`src/sle_pkg.sv`:
```
// sle_pkg: shared types and codes for the sequential list engine
// request/response payload structs, cell command bus, status and request codes
// no dependencies
package sle_pkg;

	// default list capacity
	localparam int CAPACITY_DEF = 64;

	// request codes
	localparam logic [1:0] REQ_INSERT = 2'd0;
	localparam logic [1:0] REQ_DELETE = 2'd1;
	localparam logic [1:0] REQ_FIND   = 2'd2;

	// status codes
	localparam logic [1:0] ST_OK       = 2'd0;
	localparam logic [1:0] ST_ERR      = 2'd1;
	localparam logic [1:0] ST_NOTFOUND = 2'd2;

	// input item
	typedef struct packed {
		logic        [1:0]  req_type;
		logic        [6:0]  position;
		logic signed [31:0] value;
	} req_t;

	// result item
	typedef struct packed {
		logic        [1:0]  status;
		logic signed [31:0] removed_value;
		logic        [6:0]  found_position;
		logic        [6:0]  list_length;
	} rsp_t;

	// command broadcast to every cell
	typedef enum logic [2:0] {
		CELL_HOLD   = 3'd0,
		CELL_INSERT = 3'd1,
		CELL_DELETE = 3'd2,
		CELL_FIND   = 3'd3,
		CELL_SCAN   = 3'd4
	} cell_op_t;

	typedef struct packed {
		cell_op_t    op;
		logic [31:0] word;
	} cell_bus_t;

endpackage

```
`src/sle_cell.sv`:
```
// sle_cell: one list slot with its entry word and a result carry stage
// shifts entries with its neighbors, compares on find, passes the carry down
// depends on sle_pkg
module sle_cell #(
	parameter int IDX = 0,
	parameter int PW  = 7
) (
	input  logic                 clk,
	input  logic                 arst_n,
	input  sle_pkg::cell_bus_t   bus,
	input  logic [PW-1:0]        pos_idx,
	input  logic [PW-1:0]        len,
	input  logic [31:0]          left_data,
	input  logic [31:0]          right_data,
	input  logic                 right_hit,
	input  logic [31:0]          right_word,
	input  logic [PW-1:0]        right_pos,
	output logic [31:0]          data,
	output logic                 hit,
	output logic [31:0]          word,
	output logic [PW-1:0]        pos
);
	import sle_pkg::*;

	localparam logic [PW-1:0] MY_IDX = PW'(IDX);
	localparam logic [PW-1:0] MY_POS = PW'(IDX + 1);

	logic [31:0]   data_q;
	logic          hit_q;
	logic [31:0]   word_q;
	logic [PW-1:0] pos_q;

	// entry word: shift up on insert, down on delete
	always_ff @(posedge clk) begin
		case (bus.op)
			CELL_INSERT: begin
				if (MY_IDX == pos_idx) data_q <= bus.word;
				else if (MY_IDX > pos_idx) data_q <= left_data;
			end
			CELL_DELETE: begin
				if (MY_IDX >= pos_idx) data_q <= right_data;
			end
			default: ;
		endcase
	end

	// carry: load on delete or find, then move toward cell zero until taken
	always_ff @(posedge clk or negedge arst_n) begin
		if (!arst_n) begin
			hit_q <= 1'b0;
		end else begin
			case (bus.op)
				CELL_DELETE: hit_q <= (MY_IDX == pos_idx);
				CELL_FIND:   hit_q <= (data_q == bus.word) && (MY_IDX < len);
				CELL_SCAN: begin
					if (!hit_q) hit_q <= right_hit;
				end
				default: ;
			endcase
		end
	end

	always_ff @(posedge clk) begin
		case (bus.op)
			CELL_DELETE, CELL_FIND: begin
				word_q <= data_q;
				pos_q  <= MY_POS;
			end
			CELL_SCAN: begin
				if (!hit_q) begin
					word_q <= right_word;
					pos_q  <= right_pos;
				end
			end
			default: ;
		endcase
	end

	assign data = data_q;
	assign hit  = hit_q;
	assign word = word_q;
	assign pos  = pos_q;

endmodule

```
`config.mk`:
```
export PLATFORM = sky130hd
export DESIGN_NAME = sle_cell
export DESIGN_NICKNAME = d
export VERILOG_FILES = /design/src/sle_pkg.sv /design/src/sle_cell.sv
export SDC_FILE = /design/constraint.sdc
export NUM_CORES = 1
export LEC_CHECK = 0
export BUFFER_PORTS_ARGS = -buffer_cell sky130_fd_sc_hd__buf_2
export CAP_MARGIN = 10
export CORE_MARGIN = 3
export CORE_UTILIZATION = 30
export CTS_BUF_LIST = sky130_fd_sc_hd__clkbuf_8
export DETAILED_ROUTE_END_ITERATION = 10
export PLACE_DENSITY = 0.7
export SETUP_SLACK_MARGIN = 0.02
export SLEW_MARGIN = 40
export SYNTH_ARGS = -nofsm -noshare
export SYNTH_HDL_FRONTEND = slang
export SYNTH_SLANG_ARGS = --single-unit
export TNS_END_PERCENT = 10
```
`constraint.sdc`:
```
create_clock -name clk -period 5.15 [get_ports clk]
set_clock_uncertainty 0.1 [all_clocks]
set_input_delay 0.515 -clock clk [delete_from_list [all_inputs] [get_ports clk]]
set_output_delay 0.515 -clock clk [all_outputs]
set_load 0.01 [all_outputs]
```
==> After elaboration in Yosys (flattened, before gate mapping) <==
Index checks and enable logic that the tools add are counted.
{ "word_totals": {"inputBits": 155, "wordCells": 33, "regBits": 72, "out_inout_bits": 72} }
{ "classes": {"eq_ne": 8, "n_reduce_logical": 8, "n_lt_le_gt_ge": 3, "n_mux": 10} }
{ "ops": {"columns": ["op", "count"], "rows": [
  ["32-bit two-way mux", 4],
  ["32-bit one-hot mux with 2 select lines", 2],
  ["32-bit equality test", 1],
  ["7-bit one-hot mux with 2 select lines", 1],
  ["1-bit by 7-bit greater-or-equal comparator with 1-bit output, first input constant", 1],
  ["1-bit by 7-bit greater-than comparator with 1-bit output, first input constant", 1],
  ["7-bit logical NOT", 1],
  ["1-bit by 7-bit < comparator with 1-bit output, first input constant", 1],
  ["7-bit two-way mux", 1],
  ["3-bit by 2-bit equality test with 1-bit output, second input constant", 2],
  ["2-bit inequality test, second input constant", 2],
  ["2-bit nonzero test", 2],
  ["3-bit by 1-bit equality test with 1-bit output, second input constant", 1],
  ["3-bit equality test, second input constant", 1],
  ["3-bit inequality test, second input constant", 1],
  ["1-bit one-hot mux with 3 select lines", 1],
  ["3-bit AND reduction", 1],
  ["3-bit nonzero test", 1],
  ["2-bit AND reduction", 1],
  ["2-bit OR reduction", 1],
  ["1-bit logical AND", 1],
  ["1-bit two-way mux", 1]
]} }

==> Logic depth before layout (Yosys ltp) <==
{ "depth": {"ltp_word": 4, "ltp_mapped": 6, "mapped_depth_nobuf": 5} }

==> Least setup slack after synthesis <==
No wires, ideal clock.
{ "synth_path": {"path_type": "input-to-reg", "startpoint": "in bus[34] in the netlist's numbering", "endpoint": "reg pos_q[0], in the netlist pos[0], enable pin", "path_slack_ps": 974, "t_arrival_ps": 3587, "stages": 3, "required_time_ps": 4561, "n_path_buf": 1, "setup_time_ps": 489, "path_cell_list": "clkbuf_1 nand2_1 o21ai_0"} }
{ "synth_between": {"elab_chain_len": 4, "word_cells_on_any_way": 7, "cone_classes": "4 x eq/ne; 3 x reduce/logical"} }
{ "synth_rtl": {"columns": ["item", "line", "rtl"], "rows": [
  ["start: declaration", "sle_cell.sv:10", "input sle_pkg::cell_bus_t bus,"],
  ["3-bit by 2-bit equality test with 1-bit output", "sle_cell.sv:64", "case (bus.op)"],
  ["2-bit OR reduction", "sle_cell.sv:64", null],
  ["2-bit nonzero test (no source line)", null, null],
  ["2-bit AND reduction (no source line) (*)", null, null],
  ["end signal: assignment", "sle_cell.sv:72", "pos_q <= right_pos;"],
  ["end: declaration", "sle_cell.sv:31", "logic [PW-1:0] pos_q;"]
]} }
Every way passes the cells marked *; elsewhere a longest branch is shown, timed or not.
A chain may end at the register's enable or synchronous reset.

==> Worst setup path after layout <==
{ "layout_path": {"startpoint": "in bus[32] in the netlist's numbering", "endpoint": "reg word_q[1], in the netlist word[1] (data pin)"} }
{ "layout_between": {"elab_chain_len": 3, "word_cells_on_any_way": 5, "cone_classes": "3 x eq/ne; 1 x mux; 1 x reduce/logical"} }
{ "layout_rtl": {"columns": ["item", "line", "rtl"], "rows": [
  ["3-bit by 2-bit equality test with 1-bit output", "sle_cell.sv:64", null],
  ["2-bit OR reduction", "sle_cell.sv:64", null],
  ["32-bit one-hot mux with 2 select lines (*)", "sle_cell.sv:64", null],
  ["end signal: assignment", "sle_cell.sv:66", "word_q <= data_q;"],
  ["end signal: assignment", "sle_cell.sv:71", "word_q <= right_word;"],
  ["end: declaration", "sle_cell.sv:30", "logic [31:0] word_q;"]
]} }
Marks and branches as above.

==> results.cfg <==
[run_status]
status = completed

[die]
die_area_sq_um = 14100
initial_core_util_pct = 31.3
io_pins = 227
die_h_microns = 119
core_sq_um = 12200
fp-row-count = 40
fp.dieW_microns = 119

[clock_network]
clock_latency_ps = 340
htree_num_levels = 3
clock_sinks = 72
cts_max_path_buffers = 2
cts_buffers = 9
root_buffer = clkbuf_8
cts_tree = yes
clkTransAtPathRegs_ps = 70

[worst_setup_path]
crit_path_start_kind = input port
cp_max_fo = 18
crit_type = in2reg
end_kind = flip-flop
cp.arrival_ps = 2270
worstPathRequired_ps = 5130

[routing]
ant_nets = 0
vias_per_cell = 4.61
drc = 0
drt_wl_total_microns = 11600
drt_iter0_markers = 138
wire_per_inst_microns = 16.9
first_pass_iters = 5
num_vias = 3165

[timing]
rsz0062_at_grt = false
tns_ps = 0
max_slew.worst_pin.slew_ps = 720
hold_viol_final = 0
setup-violations-final = 0
final.period_utilization_pct = 44.5
min_period_ps = 2290
slew_headroom_pct = 51.9
maxSlewViolCount = 0
max_freq_mhz = 437

[layout]
final_cell_area_sq_um = 5350
layout-drive-gt1-share_pct = 53.7
areaGrowthSynthToFinish_pct = 40.0
num_antenna_cells = 0
fin_nets = 668

[logic_synthesis]
synth_top_cell_area_share_pct = 55.8
synth-seq-area-share_pct = 56.4
yosysWarnings = 0
postSynthCellCount = 284
yosysTopAreaCell = edfxtp_1
synth_area_per_cell_sq_um = 13.5
syn-num-nets = 439
synth.distinct_cells = 28
synth_top_cells_by_area = edfxtp_1 (56%), mux2_4 (11%), mux2i_1 (8.4%)
ys_ff_latch = 72
netlist_area_sq_um = 3820

[grt]
grt_max_degree = 40
grt_usage_pct = 15.9
antenna_found_initial = 0
grt_pass1_wl_microns = 17200
grt_pass1_vias = 3265
grt_overflow = 0

[placement]
hpwl_microns = 9090
portBuffers = 226
gp_congestion = 0.861
placed_area_sq_um = 5140

[worst_hold_path]
min_path_type = in2reg

[pwr]
vdd_ir_drop_max_uv = 104
power.leakage_nw = 2.46
powerDensity_nw_per_um2 = 247

[flow_run]
maxCapViolations = 0
final timing paths:
check	to	slack [ps]	cells past startpoint	from
min	pos[0]$_SDFFCE_PN1P_	340	2	right_pos[0]
max reg2reg	hit$_DFFE_PN0P_	3160	5	data[25]$_DFFE_PP_
min in group asynchronous	hit$_DFFE_PN0P_	400	2	arst_n
min reg2reg	word[0]$_DFFE_PP_	530	1	data[0]$_DFFE_PP_
max in group asynchronous	hit$_DFFE_PN0P_	4460	2	arst_n
max	word[1]$_DFFE_PP_	2860	5	bus[32]
critical path, cell delays in order:
cell	delay [ps]
buf_2	150
nor2_2	230
and2_2	550
buf_4	430
mux2_1	370
flip-flops by register name, indices dropped and copies added (netlist names):
register and flops:
data 32, hit 1, pos 7, word 32
Yosys cell counts:
library cell,n
edfxtp_1,71
nand2_1,33
mux2i_1,32
o21ai_1,32
xnor2_1,29
mux2_4,28
buf_2,7
nand4_1,7
and3_1,6
nor3_1,5
mux2_1,4
xor2_1,4
buf_6,3
clkbuf_1,3
nor4_1,3
a21oi_1,2
nand2b_1,2
nand3_1,2
nor2_2,2
and2_1,1
buf_4,1
dfrtp_1,1
nand2_2,1
nor2_1,1
nor2b_1,1
nor4_2,1
o21ai_0,1
o32ai_1,1
layer usage:
| metal | track usage, % | vias up | share of wire (%) |
|---|---|---|---|
| met5 | 0 | - | 0 |
| met2 | 28.0 | 152 | 51 |
| met4 | 4.78 | 0 | 1.5 |
| met3 | 4.65 | 16 | 7.8 |
| li1 | - | 1515 | - |
| met1 | 18.7 | 1482 | 40 |
report_power, final:
part	leakage [nW]	total [W]	switching [W]	internal, W
clock network	0.114	0.000475	0.000210	0.000266
logic	1.68	0.000178	0.0000874	0.0000907
registers	0.665	0.000670	0.00000623	0.000664
cell type report:
cell class	count	area, sq um
flip-flops and latches	72	2160
well taps	168	210
repair buffers	232	1180
fillers	1169	6860
multi-input cells	198	1600
clock inverters	7	80.1
clock buffers	9	124
what timing repair did:
action                    in CTS  in global routing
buffers inserted               0                  0
hold buffers                   1                  0
resized for setup              0                  0
hold endpoints to repair       1                  0
layout by cell type, fill, tap and decap left out, types with 2 or more instances in the layout:
master / n
clkbuf_8: 9
nand2b_1: 2
o21ai_1: 32
nand4_1: 7
buf_2: 226
xor2_1: 4
nand3_1: 2
a21oi_1: 2
inv_1: 3
nor3_1: 4
nor4_1: 3
and3_1: 6
nand2_1: 33
mux2_1: 4
edfxtp_1: 71
buf_4: 5
xnor2_1: 29
bufinv_16: 2
mux2_4: 28
mux2i_1: 32
cell families (layout without fill, tap and decap cells):
group                     Yosys count  count (layout)  share of synthesized area (%)
AOI/OAI and AO/OA                  36              36                           4.81
and+or+nand+nor                    65              65                           8.35
xor gates and xnor gates           33              33                           7.56
buffers and inverters              14             248                           2.29
muxes                              64              64                           20.6
DFF                                72              72                           56.4
metrics by stage:
| stage | hold slack (ps) | total power, W | instances | setup WS (ps) | utilization [%] |
|---|---|---|---|---|---|
| final | 344 | 0.00132 | 686 | 2860 | 43.8 |
| after global routing | 315 | 0.00138 | 686 | 2800 | 43.8 |
| after CTS | 319 | 0.00134 | 686 | 2880 | 43.8 |
| after detailed placement | 203 | 0.000863 | 669 | 2510 | 42.1 |
| after global placement | 204 | 0.000858 | 669 | 2590 | 42.1 |
| after floorplan | 119 | 0.000763 | 284 | 974 | - |
(Power assumes the default switching activity.)
